### config.mk
export PLATFORM = sky130hd
export DESIGN_NAME = lru_key_value_cache_flat
export DESIGN_NICKNAME = d
export VERILOG_FILES = /design/src/rtl/lkvc_pkg.sv /design/src/rtl/lkvc_req_if.sv /design/src/rtl/lkvc_rsp_if.sv /design/src/rtl/lkvc_ctrl.sv /design/src/rtl/lkvc_datapath.sv /design/src/rtl/lru_key_value_cache.sv /design/src/flat_wrapper.sv
export VERILOG_INCLUDE_DIRS = /design/src /design/src/rtl
export SDC_FILE = /design/constraint.sdc
export NUM_CORES = 2
export LEC_CHECK = 0
export CAP_MARGIN = 20
export CORE_ASPECT_RATIO = 0.6
export CORE_MARGIN = 3
export CORE_UTILIZATION = 35
export CTS_BUF_LIST = sky130_fd_sc_hd__clkbuf_16
export DETAILED_ROUTE_END_ITERATION = 8
export DONT_BUFFER_PORTS = 1
export PLACE_DENSITY = 0.49
export SETUP_SLACK_MARGIN = 0.15
export SLEW_MARGIN = 20
export SYNTH_ARGS = -nofsm -noshare
export SYNTH_HDL_FRONTEND = slang
export SYNTH_HIERARCHICAL = 1
export SYNTH_SLANG_ARGS = --single-unit
### constraint.sdc
create_clock -name clock -period 7 [get_ports clock]
set_clock_uncertainty 0.1 [all_clocks]
set_input_delay 1.4 -clock clock [delete_from_list [all_inputs] [get_ports clock]]
set_output_delay 1.4 -clock clock [all_outputs]
set_load 0.01 [all_outputs]
### src/rtl/assert_macros.svh
// ----------------------------------------------------------------------------
// Assertion macros
// Concurrent assertion wrappers that compile to nothing under synthesis.
// ----------------------------------------------------------------------------
`ifndef ASSERT_MACROS_SVH
`define ASSERT_MACROS_SVH
`ifndef SYNTHESIS
// condition holds at every clock edge outside reset
`define ASSERT_ALWAYS(label, clk, rst, cond) \
   label: assert property (@(posedge clk) disable iff (rst) (cond)) \
      else $error("assertion failed");
// consequent holds in the same cycle as the antecedent
`define ASSERT_IMPLIES(label, clk, rst, ante, cons) \
   label: assert property (@(posedge clk) disable iff (rst) (ante) |-> (cons)) \
      else $error("assertion failed");
// consequent holds in the cycle after the antecedent
`define ASSERT_NEXT(label, clk, rst, ante, cons) \
   label: assert property (@(posedge clk) disable iff (rst) (ante) |=> (cons)) \
      else $error("assertion failed");
`else
`define ASSERT_ALWAYS(label, clk, rst, cond)
`define ASSERT_IMPLIES(label, clk, rst, ante, cons)
`define ASSERT_NEXT(label, clk, rst, ante, cons)
`endif
`endif

### src/rtl/lkvc_pkg.sv
`timescale 1ns / 1ps
// ----------------------------------------------------------------------------
// LRU key-value cache package
// Sizes, codes and the command/status types shared by the cache modules.
// ----------------------------------------------------------------------------
package lkvc_pkg;

   // store geometry
   localparam int ENTRIES = 16;
   localparam int IDX_W   = $clog2(ENTRIES);
   localparam int OCC_W   = $clog2(ENTRIES + 1);

   // field widths
   localparam int KEY_W = 32;
   localparam int VAL_W = 32;
   localparam int CAP_W = 5;

   localparam logic [CAP_W-1:0] CAP_RESET  = CAP_W'(16);
   localparam logic [VAL_W-1:0] MISS_VALUE = '1;

   // operation codes
   typedef enum logic {
      OP_GET = 1'b0,
      OP_SET = 1'b1
   } op_type;

   // controller states
   typedef enum logic [1:0] {
      ST_IDLE,
      ST_LOOKUP,
      ST_EXEC
   } ctrl_state_type;

   // controller to datapath
   typedef struct packed {
      logic load_req;
      logic lookup;
      logic execute;
   } dp_cmd_type;

   // datapath to controller (and checks)
   typedef struct packed {
      logic               out_free;
      logic [OCC_W-1:0]   occupancy;
      logic [ENTRIES-1:0] entry_valid;
   } dp_status_type;

endpackage

### src/rtl/lkvc_req_if.sv
`timescale 1ns / 1ps
// ----------------------------------------------------------------------------
// Request channel
// Valid/ready channel that carries one cache operation per item.
// ----------------------------------------------------------------------------
interface lkvc_req_if
   import lkvc_pkg::*;
   ();
   logic             valid;
   logic             ready;
   logic             operation;
   logic [KEY_W-1:0] key;
   logic signed [VAL_W-1:0] value;

   modport source (output valid, output operation, output key, output value, input ready);
   modport sink   (input valid, input operation, input key, input value, output ready);
endinterface

### src/rtl/lkvc_rsp_if.sv
`timescale 1ns / 1ps
// ----------------------------------------------------------------------------
// Response channel
// Valid/ready channel that carries one cache result per item.
// ----------------------------------------------------------------------------
interface lkvc_rsp_if
   import lkvc_pkg::*;
   ();
   logic                    valid;
   logic                    ready;
   logic                    hit;
   logic signed [VAL_W-1:0] read_value;
   logic                    evicted;

   modport source (output valid, output hit, output read_value, output evicted, input ready);
   modport sink   (input valid, input hit, input read_value, input evicted, output ready);
endinterface

### src/rtl/lkvc_ctrl.sv
`timescale 1ns / 1ps
// ----------------------------------------------------------------------------
// Cache controller
// Sequences accept, lookup and execute steps for one item at a time.
// ----------------------------------------------------------------------------
module lkvc_ctrl
   import lkvc_pkg::*;
(
   input  logic          clock,
   input  logic          reset,
   input  logic          req_valid,
   output logic          req_ready,
   output dp_cmd_type    cmd,
   input  dp_status_type status
);

   ctrl_state_type state_ff;
   ctrl_state_type state_in;

   // state register
   always_ff @(posedge clock) begin
      if (reset) begin
         state_ff <= ST_IDLE;
      end else begin
         state_ff <= state_in;
      end
   end

   // next state and commands
   always_comb begin
      state_in  = state_ff;
      req_ready = 1'b0;
      cmd       = '0;
      unique case (state_ff)
         ST_IDLE: begin
            req_ready = 1'b1;
            if (req_valid) begin
               cmd.load_req = 1'b1;
               state_in     = ST_LOOKUP;
            end
         end
         ST_LOOKUP: begin
            cmd.lookup = 1'b1;
            state_in   = ST_EXEC;
         end
         ST_EXEC: begin
            // wait until the output register can take the result
            if (status.out_free) begin
               cmd.execute = 1'b1;
               state_in    = ST_IDLE;
            end
         end
         default: begin
            state_in = ST_IDLE;
         end
      endcase
   end

endmodule

### src/rtl/lkvc_datapath.sv
`timescale 1ns / 1ps
// ----------------------------------------------------------------------------
// Cache datapath
// Entry storage, parallel key match, recency ranks and the output register.
// ----------------------------------------------------------------------------
module lkvc_datapath
   import lkvc_pkg::*;
(
   input  logic                    clock,
   input  logic                    reset,
   input  dp_cmd_type              cmd,
   output dp_status_type           status,
   input  logic                    req_operation,
   input  logic [KEY_W-1:0]        req_key,
   input  logic signed [VAL_W-1:0] req_value,
   input  logic                    csr_write_enable,
   input  logic [CAP_W-1:0]        csr_write_data,
   input  logic                    rsp_ready,
   output logic                    rsp_valid,
   output logic                    rsp_hit,
   output logic signed [VAL_W-1:0] rsp_read_value,
   output logic                    rsp_evicted
);

   // configuration
   logic [CAP_W-1:0] cap_ff;
   logic [OCC_W-1:0] eff_cap;

   // entry storage
   logic [KEY_W-1:0]   keys_ff   [ENTRIES];
   logic [VAL_W-1:0]   values_ff [ENTRIES];
   logic [ENTRIES-1:0] valid_ff, valid_in;
   logic [IDX_W-1:0]   rank_ff [ENTRIES];
   logic [IDX_W-1:0]   rank_in [ENTRIES];
   logic [OCC_W-1:0]   occ_ff, occ_in;

   // captured request
   logic             req_op_ff;
   logic [KEY_W-1:0] req_key_ff;
   logic [VAL_W-1:0] req_value_ff;

   // lookup results
   logic               match_hit;
   logic [IDX_W-1:0]   match_idx;
   logic [ENTRIES-1:0] victim_oh;
   logic               evict_now;
   logic [ENTRIES-1:0] remaining;
   logic [IDX_W-1:0]   free_idx;

   logic               hit_ff;
   logic [IDX_W-1:0]   hit_idx_ff;
   logic [IDX_W-1:0]   hit_rank_ff;
   logic               evict_ff;
   logic [ENTRIES-1:0] victim_ff;
   logic [IDX_W-1:0]   slot_ff;
   logic               insert;

   // output register
   logic             rsp_valid_ff;
   logic             rsp_hit_ff;
   logic [VAL_W-1:0] rsp_value_ff;
   logic             rsp_evicted_ff;

   // capacity register
   always_ff @(posedge clock) begin
      if (reset) begin
         cap_ff <= CAP_RESET;
      end else if (csr_write_enable) begin
         cap_ff <= csr_write_data;
      end
   end

   // zero counts as one, anything above the store size saturates
   always_comb begin
      if (cap_ff == '0) begin
         eff_cap = OCC_W'(1);
      end else if (int'(cap_ff) > ENTRIES) begin
         eff_cap = OCC_W'(ENTRIES);
      end else begin
         eff_cap = OCC_W'(cap_ff);
      end
   end

   // request capture
   always_ff @(posedge clock) begin
      if (cmd.load_req) begin
         req_op_ff    <= req_operation;
         req_key_ff   <= req_key;
         req_value_ff <= req_value;
      end
   end

   // parallel key compare
   always_comb begin
      match_hit = 1'b0;
      match_idx = '0;
      for (int i = ENTRIES - 1; i >= 0; i--) begin
         if (valid_ff[i] && keys_ff[i] == req_key_ff) begin
            match_hit = 1'b1;
            match_idx = IDX_W'(i);
         end
      end
   end

   // oldest valid entry holds rank occupancy-1
   always_comb begin
      for (int i = 0; i < ENTRIES; i++) begin
         victim_oh[i] = valid_ff[i] && (OCC_W'(rank_ff[i]) == occ_ff - OCC_W'(1));
      end
   end

   assign evict_now = (req_op_ff == OP_SET) && !match_hit && (occ_ff >= eff_cap)
                      && (occ_ff != '0);
   assign remaining = valid_ff & ~(evict_now ? victim_oh : '0);

   // lowest free slot after a possible eviction
   always_comb begin
      free_idx = '0;
      for (int i = ENTRIES - 1; i >= 0; i--) begin
         if (!remaining[i]) begin
            free_idx = IDX_W'(i);
         end
      end
   end

   // lookup register
   always_ff @(posedge clock) begin
      if (cmd.lookup) begin
         hit_ff      <= match_hit;
         hit_idx_ff  <= match_idx;
         hit_rank_ff <= rank_ff[match_idx];
         evict_ff    <= evict_now;
         victim_ff   <= evict_now ? victim_oh : '0;
         slot_ff     <= free_idx;
      end
   end

   assign insert = (req_op_ff == OP_SET) && !hit_ff;

   // next valid bits, ranks and occupancy
   always_comb begin
      valid_in = valid_ff;
      occ_in   = occ_ff;
      for (int i = 0; i < ENTRIES; i++) begin
         rank_in[i] = rank_ff[i];
      end
      if (cmd.execute) begin
         for (int i = 0; i < ENTRIES; i++) begin
            if (insert && slot_ff == IDX_W'(i)) begin
               valid_in[i] = 1'b1;
               rank_in[i]  = '0;
            end else if (victim_ff[i]) begin
               valid_in[i] = 1'b0;
               rank_in[i]  = '0;
            end else if (valid_ff[i]) begin
               if (hit_ff && hit_idx_ff == IDX_W'(i)) begin
                  rank_in[i] = '0;
               end else if (insert || (hit_ff && rank_ff[i] < hit_rank_ff)) begin
                  rank_in[i] = rank_ff[i] + IDX_W'(1);
               end
            end
         end
         if (insert && !evict_ff) begin
            occ_in = occ_ff + OCC_W'(1);
         end
      end
   end

   // control state of the store
   always_ff @(posedge clock) begin
      if (reset) begin
         valid_ff <= '0;
         occ_ff   <= '0;
         for (int i = 0; i < ENTRIES; i++) begin
            rank_ff[i] <= '0;
         end
      end else begin
         valid_ff <= valid_in;
         occ_ff   <= occ_in;
         for (int i = 0; i < ENTRIES; i++) begin
            rank_ff[i] <= rank_in[i];
         end
      end
   end

   // key and value writes
   always_ff @(posedge clock) begin
      for (int i = 0; i < ENTRIES; i++) begin
         if (cmd.execute && insert && slot_ff == IDX_W'(i)) begin
            keys_ff[i]   <= req_key_ff;
            values_ff[i] <= req_value_ff;
         end else if (cmd.execute && req_op_ff == OP_SET && hit_ff
                      && hit_idx_ff == IDX_W'(i)) begin
            values_ff[i] <= req_value_ff;
         end
      end
   end

   // output register valid
   always_ff @(posedge clock) begin
      if (reset) begin
         rsp_valid_ff <= 1'b0;
      end else if (cmd.execute) begin
         rsp_valid_ff <= 1'b1;
      end else if (rsp_ready) begin
         rsp_valid_ff <= 1'b0;
      end
   end

   // output register payload
   always_ff @(posedge clock) begin
      if (cmd.execute) begin
         rsp_hit_ff     <= hit_ff;
         rsp_evicted_ff <= evict_ff;
         if (req_op_ff == OP_SET) begin
            rsp_value_ff <= '0;
         end else if (hit_ff) begin
            rsp_value_ff <= values_ff[hit_idx_ff];
         end else begin
            rsp_value_ff <= MISS_VALUE;
         end
      end
   end

   assign rsp_valid      = rsp_valid_ff;
   assign rsp_hit        = rsp_hit_ff;
   assign rsp_read_value = rsp_value_ff;
   assign rsp_evicted    = rsp_evicted_ff;

   assign status.out_free    = !rsp_valid_ff || rsp_ready;
   assign status.occupancy   = occ_ff;
   assign status.entry_valid = valid_ff;

endmodule

### src/rtl/lru_key_value_cache.sv
`timescale 1ns / 1ps
`include "assert_macros.svh"
// ----------------------------------------------------------------------------
// LRU key-value cache
// Fully associative 16-entry key-value store with least-recently-used
// replacement and a programmable capacity.
//
//   channel   dir   handshake       payload
//   req_chan  in    valid/ready     operation, key, value
//   rsp_chan  out   valid/ready     hit, read_value, evicted
//   csr_*     in    write enable    capacity (5 bits)
//
// Each item goes through accept, parallel key lookup over all entries,
// then execute into the output register, as sequenced by the controller.
// The next item is accepted while a result still waits in the output
// register; execute stalls only while that register is full and not taken.
// On reset the valid bits, ranks and occupancy clear, and capacity = 16.
// ----------------------------------------------------------------------------
module lru_key_value_cache
   import lkvc_pkg::*;
(
   input  logic             clock,
   input  logic             reset,
   lkvc_req_if.sink         req_chan,
   lkvc_rsp_if.source       rsp_chan,
   input  logic             csr_write_enable,
   input  logic [CAP_W-1:0] csr_write_data
);

   dp_cmd_type    cmd;
   dp_status_type status;

   // controller
   lkvc_ctrl u_ctrl (
      .clock     (clock),
      .reset     (reset),
      .req_valid (req_chan.valid),
      .req_ready (req_chan.ready),
      .cmd       (cmd),
      .status    (status)
   );

   // datapath
   lkvc_datapath u_datapath (
      .clock            (clock),
      .reset            (reset),
      .cmd              (cmd),
      .status           (status),
      .req_operation    (req_chan.operation),
      .req_key          (req_chan.key),
      .req_value        (req_chan.value),
      .csr_write_enable (csr_write_enable),
      .csr_write_data   (csr_write_data),
      .rsp_ready        (rsp_chan.ready),
      .rsp_valid        (rsp_chan.valid),
      .rsp_hit          (rsp_chan.hit),
      .rsp_read_value   (rsp_chan.read_value),
      .rsp_evicted      (rsp_chan.evicted)
   );

   // checks
   `ASSERT_ALWAYS(a_occ_bound, clock, reset, status.occupancy <= OCC_W'(ENTRIES))
   `ASSERT_ALWAYS(a_occ_count, clock, reset, $countones(status.entry_valid) == int'(status.occupancy))
   `ASSERT_NEXT(a_accept_busy, clock, reset, req_chan.valid && req_chan.ready, !req_chan.ready)
   `ASSERT_NEXT(a_exec_result, clock, reset, cmd.execute, rsp_chan.valid)

endmodule

### src/flat_wrapper.sv
// flat-port wrapper written by rule: the top's interface ports become plain ports
module lru_key_value_cache_flat import lkvc_pkg::*;
  (clock, reset, csr_write_enable, csr_write_data, req_chan_valid, req_chan_operation, req_chan_key, req_chan_value, req_chan_ready, rsp_chan_valid, rsp_chan_hit, rsp_chan_read_value, rsp_chan_evicted, rsp_chan_ready);
  lkvc_req_if req_chan_i ();
  lkvc_rsp_if rsp_chan_i ();
  input  logic clock;
  input  logic reset;
  input  logic csr_write_enable;
  input  logic [CAP_W-1:0] csr_write_data;
  input wire logic [$bits(req_chan_i.valid)-1:0] req_chan_valid;
  input wire logic [$bits(req_chan_i.operation)-1:0] req_chan_operation;
  input wire logic [$bits(req_chan_i.key)-1:0] req_chan_key;
  input wire logic [$bits(req_chan_i.value)-1:0] req_chan_value;
  output wire logic [$bits(req_chan_i.ready)-1:0] req_chan_ready;
  output wire logic [$bits(rsp_chan_i.valid)-1:0] rsp_chan_valid;
  output wire logic [$bits(rsp_chan_i.hit)-1:0] rsp_chan_hit;
  output wire logic [$bits(rsp_chan_i.read_value)-1:0] rsp_chan_read_value;
  output wire logic [$bits(rsp_chan_i.evicted)-1:0] rsp_chan_evicted;
  input wire logic [$bits(rsp_chan_i.ready)-1:0] rsp_chan_ready;
  assign req_chan_i.valid = req_chan_valid;
  assign req_chan_i.operation = req_chan_operation;
  assign req_chan_i.key = req_chan_key;
  assign req_chan_i.value = req_chan_value;
  assign req_chan_ready = req_chan_i.ready;
  assign rsp_chan_valid = rsp_chan_i.valid;
  assign rsp_chan_hit = rsp_chan_i.hit;
  assign rsp_chan_read_value = rsp_chan_i.read_value;
  assign rsp_chan_evicted = rsp_chan_i.evicted;
  assign rsp_chan_i.ready = rsp_chan_ready;
  lru_key_value_cache u_core (.clock(clock), .reset(reset), .req_chan(req_chan_i), .rsp_chan(rsp_chan_i), .csr_write_enable(csr_write_enable), .csr_write_data(csr_write_data));
endmodule
# --- Yosys cells after proc, flatten, opt, wreduce, memory -nomap -nowiden ---
# Memories as Yosys holds them, arrays and structs flattened. A register that Yosys moved wholly into a read port is not among the register bits.
# Index checks and enable logic that the tools add are counted.
# W data, S select, Z words.
word_totals:
  inputBits: 75
  output_inout_bits: 36
  ff_bits: 154
  wordCells: 768
  memories: 3
  ramBits: 1088
classes:
  eq_ne: 66
  n_bitwise: 34
  n_lt_le_gt_ge: 18
  add_sub_neg: 18
  mux: 381
  n_reduce_logical: 214
memory_table:
  columns: ["name", "words", "width", "read_ports", "rd_clocked_by_memory_dff", "write_ports", "line_no", "rtl"]
  rows:
  - ["u_core.u_datapath.keys_ff", 16, 32, 16, 0, 1, "lkvc_datapath.sv:30", "logic [KEY_W-1:0] keys_ff [ENTRIES];"]
  - ["u_core.u_datapath.values_ff", 16, 32, 1, 1, 1, "lkvc_datapath.sv:31", "logic [VAL_W-1:0] values_ff [ENTRIES];"]
  - ["u_core.u_datapath.rank_ff", 16, 4, 17, 1, 16, "lkvc_datapath.sv:33", "logic [IDX_W-1:0] rank_ff [ENTRIES];"]
ops:
  columns: ["operator", "count"]
  rows:
  - ["$mux W32", 47]
  - ["$reduce_or A32 Y1", 30]
  - ["$mux W4", 151]
  - ["$eq A32 B32 Y1", 16]
  - ["$mux W1", 170]
  - ["$logic_and A1 B1 Y1", 120]
  - ["$eq A4 B5 Y1", 16]
  - ["$add A4 B1 Y4 const B", 16]
  - ["$eq A4 B4 Y1 const B", 16]
  - ["$lt A4 B4 Y1", 16]
  - ["$mux W64", 1]
  - ["$reduce_and A2 Y1", 19]
  - ["$reduce_bool A2 Y1", 17]
  - ["$eq A4 B3 Y1 const B", 8]
  - ["$or A1 B1 Y1", 32]
  - ["$logic_or A1 B1 Y1", 17]
  - ["$and A16 B16 Y16", 1]
  - ["$eq A4 B2 Y1 const B", 4]
  - ["$mux W16", 1]
  - ["$not A16 Y16", 1]
  - ["$mux W3", 4]
  - ["$mux W5", 2]
  - ["$eq A4 B1 Y1 const B", 2]
  - ["$logic_not A4 Y1", 2]
  - ["16 further kinds", 22]

# --- Depth between registers and ports, before layout ---
# An unclocked memory read counts as a cell.
logic_depth:
  depth_word: 41
  depth_mapped: 17
  ltp_nobuf: 15

# --- By module ---
# Netlist, hierarchy kept.
by_module_without_submodules:
  columns: ["mod", "area_per_inst_um2", "instances", "seq_area_each_um2", "cells_each"]
  rows:
  - ["lkvc_datapath", 54237.0, 1, 36525.0, 3432]
  - ["lkvc_ctrl", 105.1, 1, 40.0, 10]

# --- Worst setup path before layout ---
# No wires, ideal clock.
synth_path:
  path_type: "input-to-reg"
  start: "in rsp_chan_ready"
  end: "mem u_core.u_datapath.values_ff[10][0] (enable)"
  arrival_ns: 5.316
  setup_slack_ns: 1.119
  path_stages: 5
  required_time_ns: 6.434
  path_cell_list: "nand2b_1 and3b_1 nand2_1 or2_2 o21ai_0"
synth_rtl:
  columns: ["item", "line_no", "rtl"]
  rows:
  - ["from (decl)", "flat_wrapper.sv:19", "input wire logic [$bits(rsp_chan_i.ready)-1:0] rsp_chan_ready;"]
  - ["to (decl)", "lkvc_datapath.sv:31", null]

# --- Worst setup path in the final report ---
layout_path:
  start: "reg u_core.u_datapath.req_key_ff[22]"
  end: "reg u_core.u_datapath.slot_ff[3] (data pin)"
layout_via:
  elab_chain_len: 33
layout_rtl:
  columns: ["item", "line_no", "rtl"]
  rows:
  - ["from (decl)", "lkvc_datapath.sv:39", "logic [KEY_W-1:0] req_key_ff;"]
  - ["from (signal assigned)", "lkvc_datapath.sv:88", "req_key_ff <= req_key;"]
  - ["$eq A32 B32 Y1", "lkvc_datapath.sv:98", "if (valid_ff[i] && keys_ff[i] == req_key_ff) begin"]
  - ["$logic_and A1 B1 Y1", "lkvc_datapath.sv:98", null]
  - ["$mux W1 (15 in a row)", "lkvc_datapath.sv:98", null]
  - ["$mux W1 *", "lkvc_datapath.sv:98", null]
  - ["$logic_not A1 Y1 *", "lkvc_datapath.sv:112", "assign evict_now = (req_op_ff == OP_SET) && !match_hit && (occ_ff >= eff_cap)"]
  - ["$logic_and A1 B1 Y1 * (2 in a row)", "lkvc_datapath.sv:112", null]
  - ["$logic_and A1 B1 Y1 *", "lkvc_datapath.sv:113", "&& (occ_ff != '0);"]
  - ["$mux W16 *", null, null]
  - ["$not A16 Y16 *", "lkvc_datapath.sv:114", "assign remaining = valid_ff & ~(evict_now ? victim_oh : '0);"]
  - ["$and A16 B16 Y16 *", "lkvc_datapath.sv:114", null]
  - ["$mux W4 (8 in a row)", "lkvc_datapath.sv:120", "if (!remaining[i]) begin"]
  - ["to (signal assigned)", "lkvc_datapath.sv:134", "slot_ff <= free_idx;"]
  - ["to (decl)", "lkvc_datapath.sv:55", "logic [IDX_W-1:0] slot_ff;"]
# Every way passes the cells marked *; elsewhere a longest branch is shown, timed or not.
# A chain may end at the register's enable or synchronous reset.

==> results.md <==
- CP max stage delay: 860 ps
- Hold buffer count at CTS: 0
- H-tree lvl count: 3
- Fin. max-slew vios: 0
- Via count: 30800
- Initial antenna violation count: 17
- Cells on Worst Hold Path: 0
- Hold crit path type: reg -> reg
- R2r setup slk: 1420 ps
- Share of cells above drive strength 1: 0.143
- Post-synthesis xor/xnor area fraction: 0.101
- Seq/Total Area, Yosys: 0.673
- Vias in the first global route: 29400
- Routability cong.: 0.896
- Final #Nets: 3696
- Inst Count DP: 5464
- Post-synth net total: 3588
- Area contributors post-synth: edfxtp_1 64%, mux4_2 6.6%, xnor2_1 5.5%
- Arr. time, crit path: 6050 ps
- CP most frequent cell: nand4_1
- Row count: 111
- Max clock buf depth: 3
- Simple-Gate Fraction of Synth Area: 0.0839
- Critical-path cell list: buf_4, buf_4, xnor2_1, nand4_1, nor4_1, nand4_1, nand4_1, or4_4, or3b_1, nor3_1, nor2b_1, or3b_1, a311oi_1
- Ys Warns: 6
- Worst hold slack: 364 ps
- Setup Viol. Count Final: 0
- Post-Syn Area: 0.0543 mm^2
- Max FO, Critical Path: 33
- Most frequent cell after synthesis: edfxtp_1
- Clock-pin slew on the worst setup and hold paths: 60 ps
- Post-DP HPWL: 105 mm
- Startpoint types: flop
- HP Start: u_core/u_datapath/evict_ff
- Final Util: 0.400
- All-Layer GR Usage: 0.198
- Final Hold Viols: 0
- TNS Setup: 0 ps
- Post-synth top cells: 1153 x edfxtp_1, 339 x xnor2_1, 286 x xor2_1
- Worst vdd ir: 0.000197 V
- Run status: finished, final reports clean
- Post-CTS Setup Repair Bufs: 0
- Fin worst setup slack: 1420 ps
- Post-Layout Cell Count: 5693
- Area grow syn2layout: 13.0%
- Worst slew margin: 0.205
- Fmax achieved: 179 MHz
- Die Span Y: 311 um
- Period utilization: 0.798
- Worst reg2reg path startpoint: u_core/u_datapath/req_key_ff[22]
- Detailed Route WL: 161 mm
- PortBufs: 0
- Maximum Capacitance Violations: 0
- CP required: 7470 ps
- Total congestion overflow: 0
- Post-Syn Area per Cell: 15.8 um^2
- First-pass detailed-route iteration total: 6
- Distinct cell type count after synthesis: 71
- Ys flop type: edfxtp_1
- Die X-Extent: 515 um
- Routed Antenna Nets: 0
- Slowest CP cell: edfxtp_1
- Family with the most delay on the worst path: simple AND/OR/NAND/NOR gates
- Pre-CTS setup slack: 1480 ps
- CTS sink count: 1250
- I/O Pins: 111
- Post-CTS sizing: 0
- Pwr Density: 256 mW/mm^2
- Largest net degree at the start of global routing: 58
- DR iter-0 viols: 3559
- Crit path time final: 5580 ps
- Clk Latency, worst-skew pair: 780 ps
- Fill cells: 14000
- CTS buffer count: 118
- EDFF count, synth: 1153
- Crit Reg-Reg Endpoint: u_core/u_datapath/slot_ff[3]
- Die area: 0.160 mm^2
- Wire per inst: 28.3 um
- Initial Util: 0.354
- Endpoint, Worst Hold: u_core/u_datapath/rsp_evicted
- Setup Crit Path Kind: reg -> reg
- Via density per instance: 5.41
- Lkg Pwr: 19.9 nW
- Core area: 0.153 mm^2
- Post-Synth Adder-Cell Area: 0.0163
- Worst-margin pin slew: 1190 ps
- Syn Inst Count: 3442
- Asr flop ratio synth: 0
- Yosys top cell by area: edfxtp_1
- Worst path bufs/invs: 2
- Number of remaining DRC errors: 0
- Register bit total from synthesis: 1250
- Largest family of logic cells by synthesized area: XOR/XNOR gates
- Post-synthesis compound-gate area fraction: 0.0293
- RSZ-0062 raised after global routing: false
- Crit. End Element: flop
- CTS tree: built
- Mux share of post-synthesis cell area: 0.0760
- Yosys top cell area share: 0.637
- FF-to-FF path depth: 13
- Root buffer cell: clkbuf_16
- First-pass GRT wire length: 227 mm
stage by stage:
stage          power, mW  cell area (um^2)
3_3_place_gp        9.35             57400
2_1_floorplan       8.99             54300
4_1_cts             15.9             61400
6_report            15.7             61400
5_1_grt             16.3             61400
3_5_place_dp        9.35             57400
sequential cells by signal, summed over array words and instances, names as in the netlist, named ones only:
signal and flops:
u_core/u_datapath/valid_ff 16, u_core/u_datapath/hit_idx_ff 4, u_core/u_ctrl/state_ff 2, u_core/u_datapath/cap_ff 5, u_core/u_datapath/slot_ff 4, u_core/u_datapath/victim_ff 16, u_core/u_datapath/rsp_read_value 32, u_core/u_datapath/rank_ff 64
u_core/u_datapath/evict_ff 1, u_core/u_datapath/keys_ff 512, u_core/u_datapath/rsp_evicted 1, u_core/u_datapath/rsp_valid 1, u_core/u_datapath/occ_ff 5, u_core/u_datapath/req_op_ff 1, u_core/u_datapath/hit_ff 1, u_core/u_datapath/hit_rank_ff 4
u_core/u_datapath/req_value_ff 32, u_core/u_datapath/req_key_ff 32, u_core/u_datapath/values_ff 512, u_core/u_datapath/rsp_hit 1
how the worst max path moves through the flow:
stage,from,cells past startpoint,slack [ps],endpoint
final,u_core/u_datapath/req_key_ff[22],13,1420,u_core/u_datapath/slot_ff[3]
after global routing,u_core/u_datapath/req_key_ff[22],13,1080,u_core/u_datapath/slot_ff[3]
after floorplan,rsp_chan_ready,5,1120,u_core/u_datapath/values_ff[10][0]
after CTS,u_core/u_datapath/req_key_ff[22],12,1430,u_core/u_datapath/slot_ff[3]
after detailed placement,u_core/u_datapath/req_key_ff[22],12,1480,u_core/u_datapath/slot_ff[3]
after global placement,u_core/u_datapath/req_key_ff[17],11,1630,u_core/u_datapath/slot_ff[3]
final cells by class:
| type | instances | area, um^2 | area share |
|---|---|---|---|
| timing repair buffer | 135 | 1160 | 0.0189 |
| sequential | 1250 | 36600 | 0.596 |
| clock inverter | 99 | 981 | 0.0160 |
| inverter | 73 | 274 | 0.00446 |
| tap | 2034 | 2540 | 0.0415 |
| multi-input combinational | 1972 | 16900 | 0.275 |
| clock buffer | 118 | 2950 | 0.0481 |
| antenna | 12 | 30.0 | 0.000489 |
report_power, final:
group	internal, mW	switching [mW]
Clock	3.60	2.94
Sequential	8.22	0.144
Combinational	0.303	0.524
Total	12.1	3.61
cell usage in the layout, fill, tap and decap left out, drive strengths merged, types with 25 or more instances in the layout:
cell type,synthesis,routed
a21oi,118,118
and2,63,63
and3b,25,25
buf,86,135
clkbuf,61,118
clkinv,1,49
dfxtp,97,97
edfxtp,1153,1153
ha,71,71
inv,72,99
mux2i,38,38
mux4,160,160
nand2,140,140
nand2b,27,27
nand3,27,27
nand4,152,152
nor2,80,80
nor2b,47,47
nor3,33,33
nor4,100,100
o21ai,93,93
or4,29,29
xnor2,339,339
xor2,287,287
routing by layer:
metal | part of all wire | global-route usage
met5 | 0.0013 | 0.00625
met4 | 0.017 | 0.0389
met3 | 0.092 | 0.0554
met2 | 0.39 | 0.258
met1 | 0.50 | 0.319
logic make-up after synthesis:
group                    Yosys count
buffers and inverters            220
AO/OA/AOI/OAI                    275
flip-flops                      1250
AND/OR/NAND/NOR                  789
adder cells (fa/ha/maj)           71
XOR/XNOR                         626
multiplexers                     211
No activity file was read; power rests on OpenSTA's default activity.
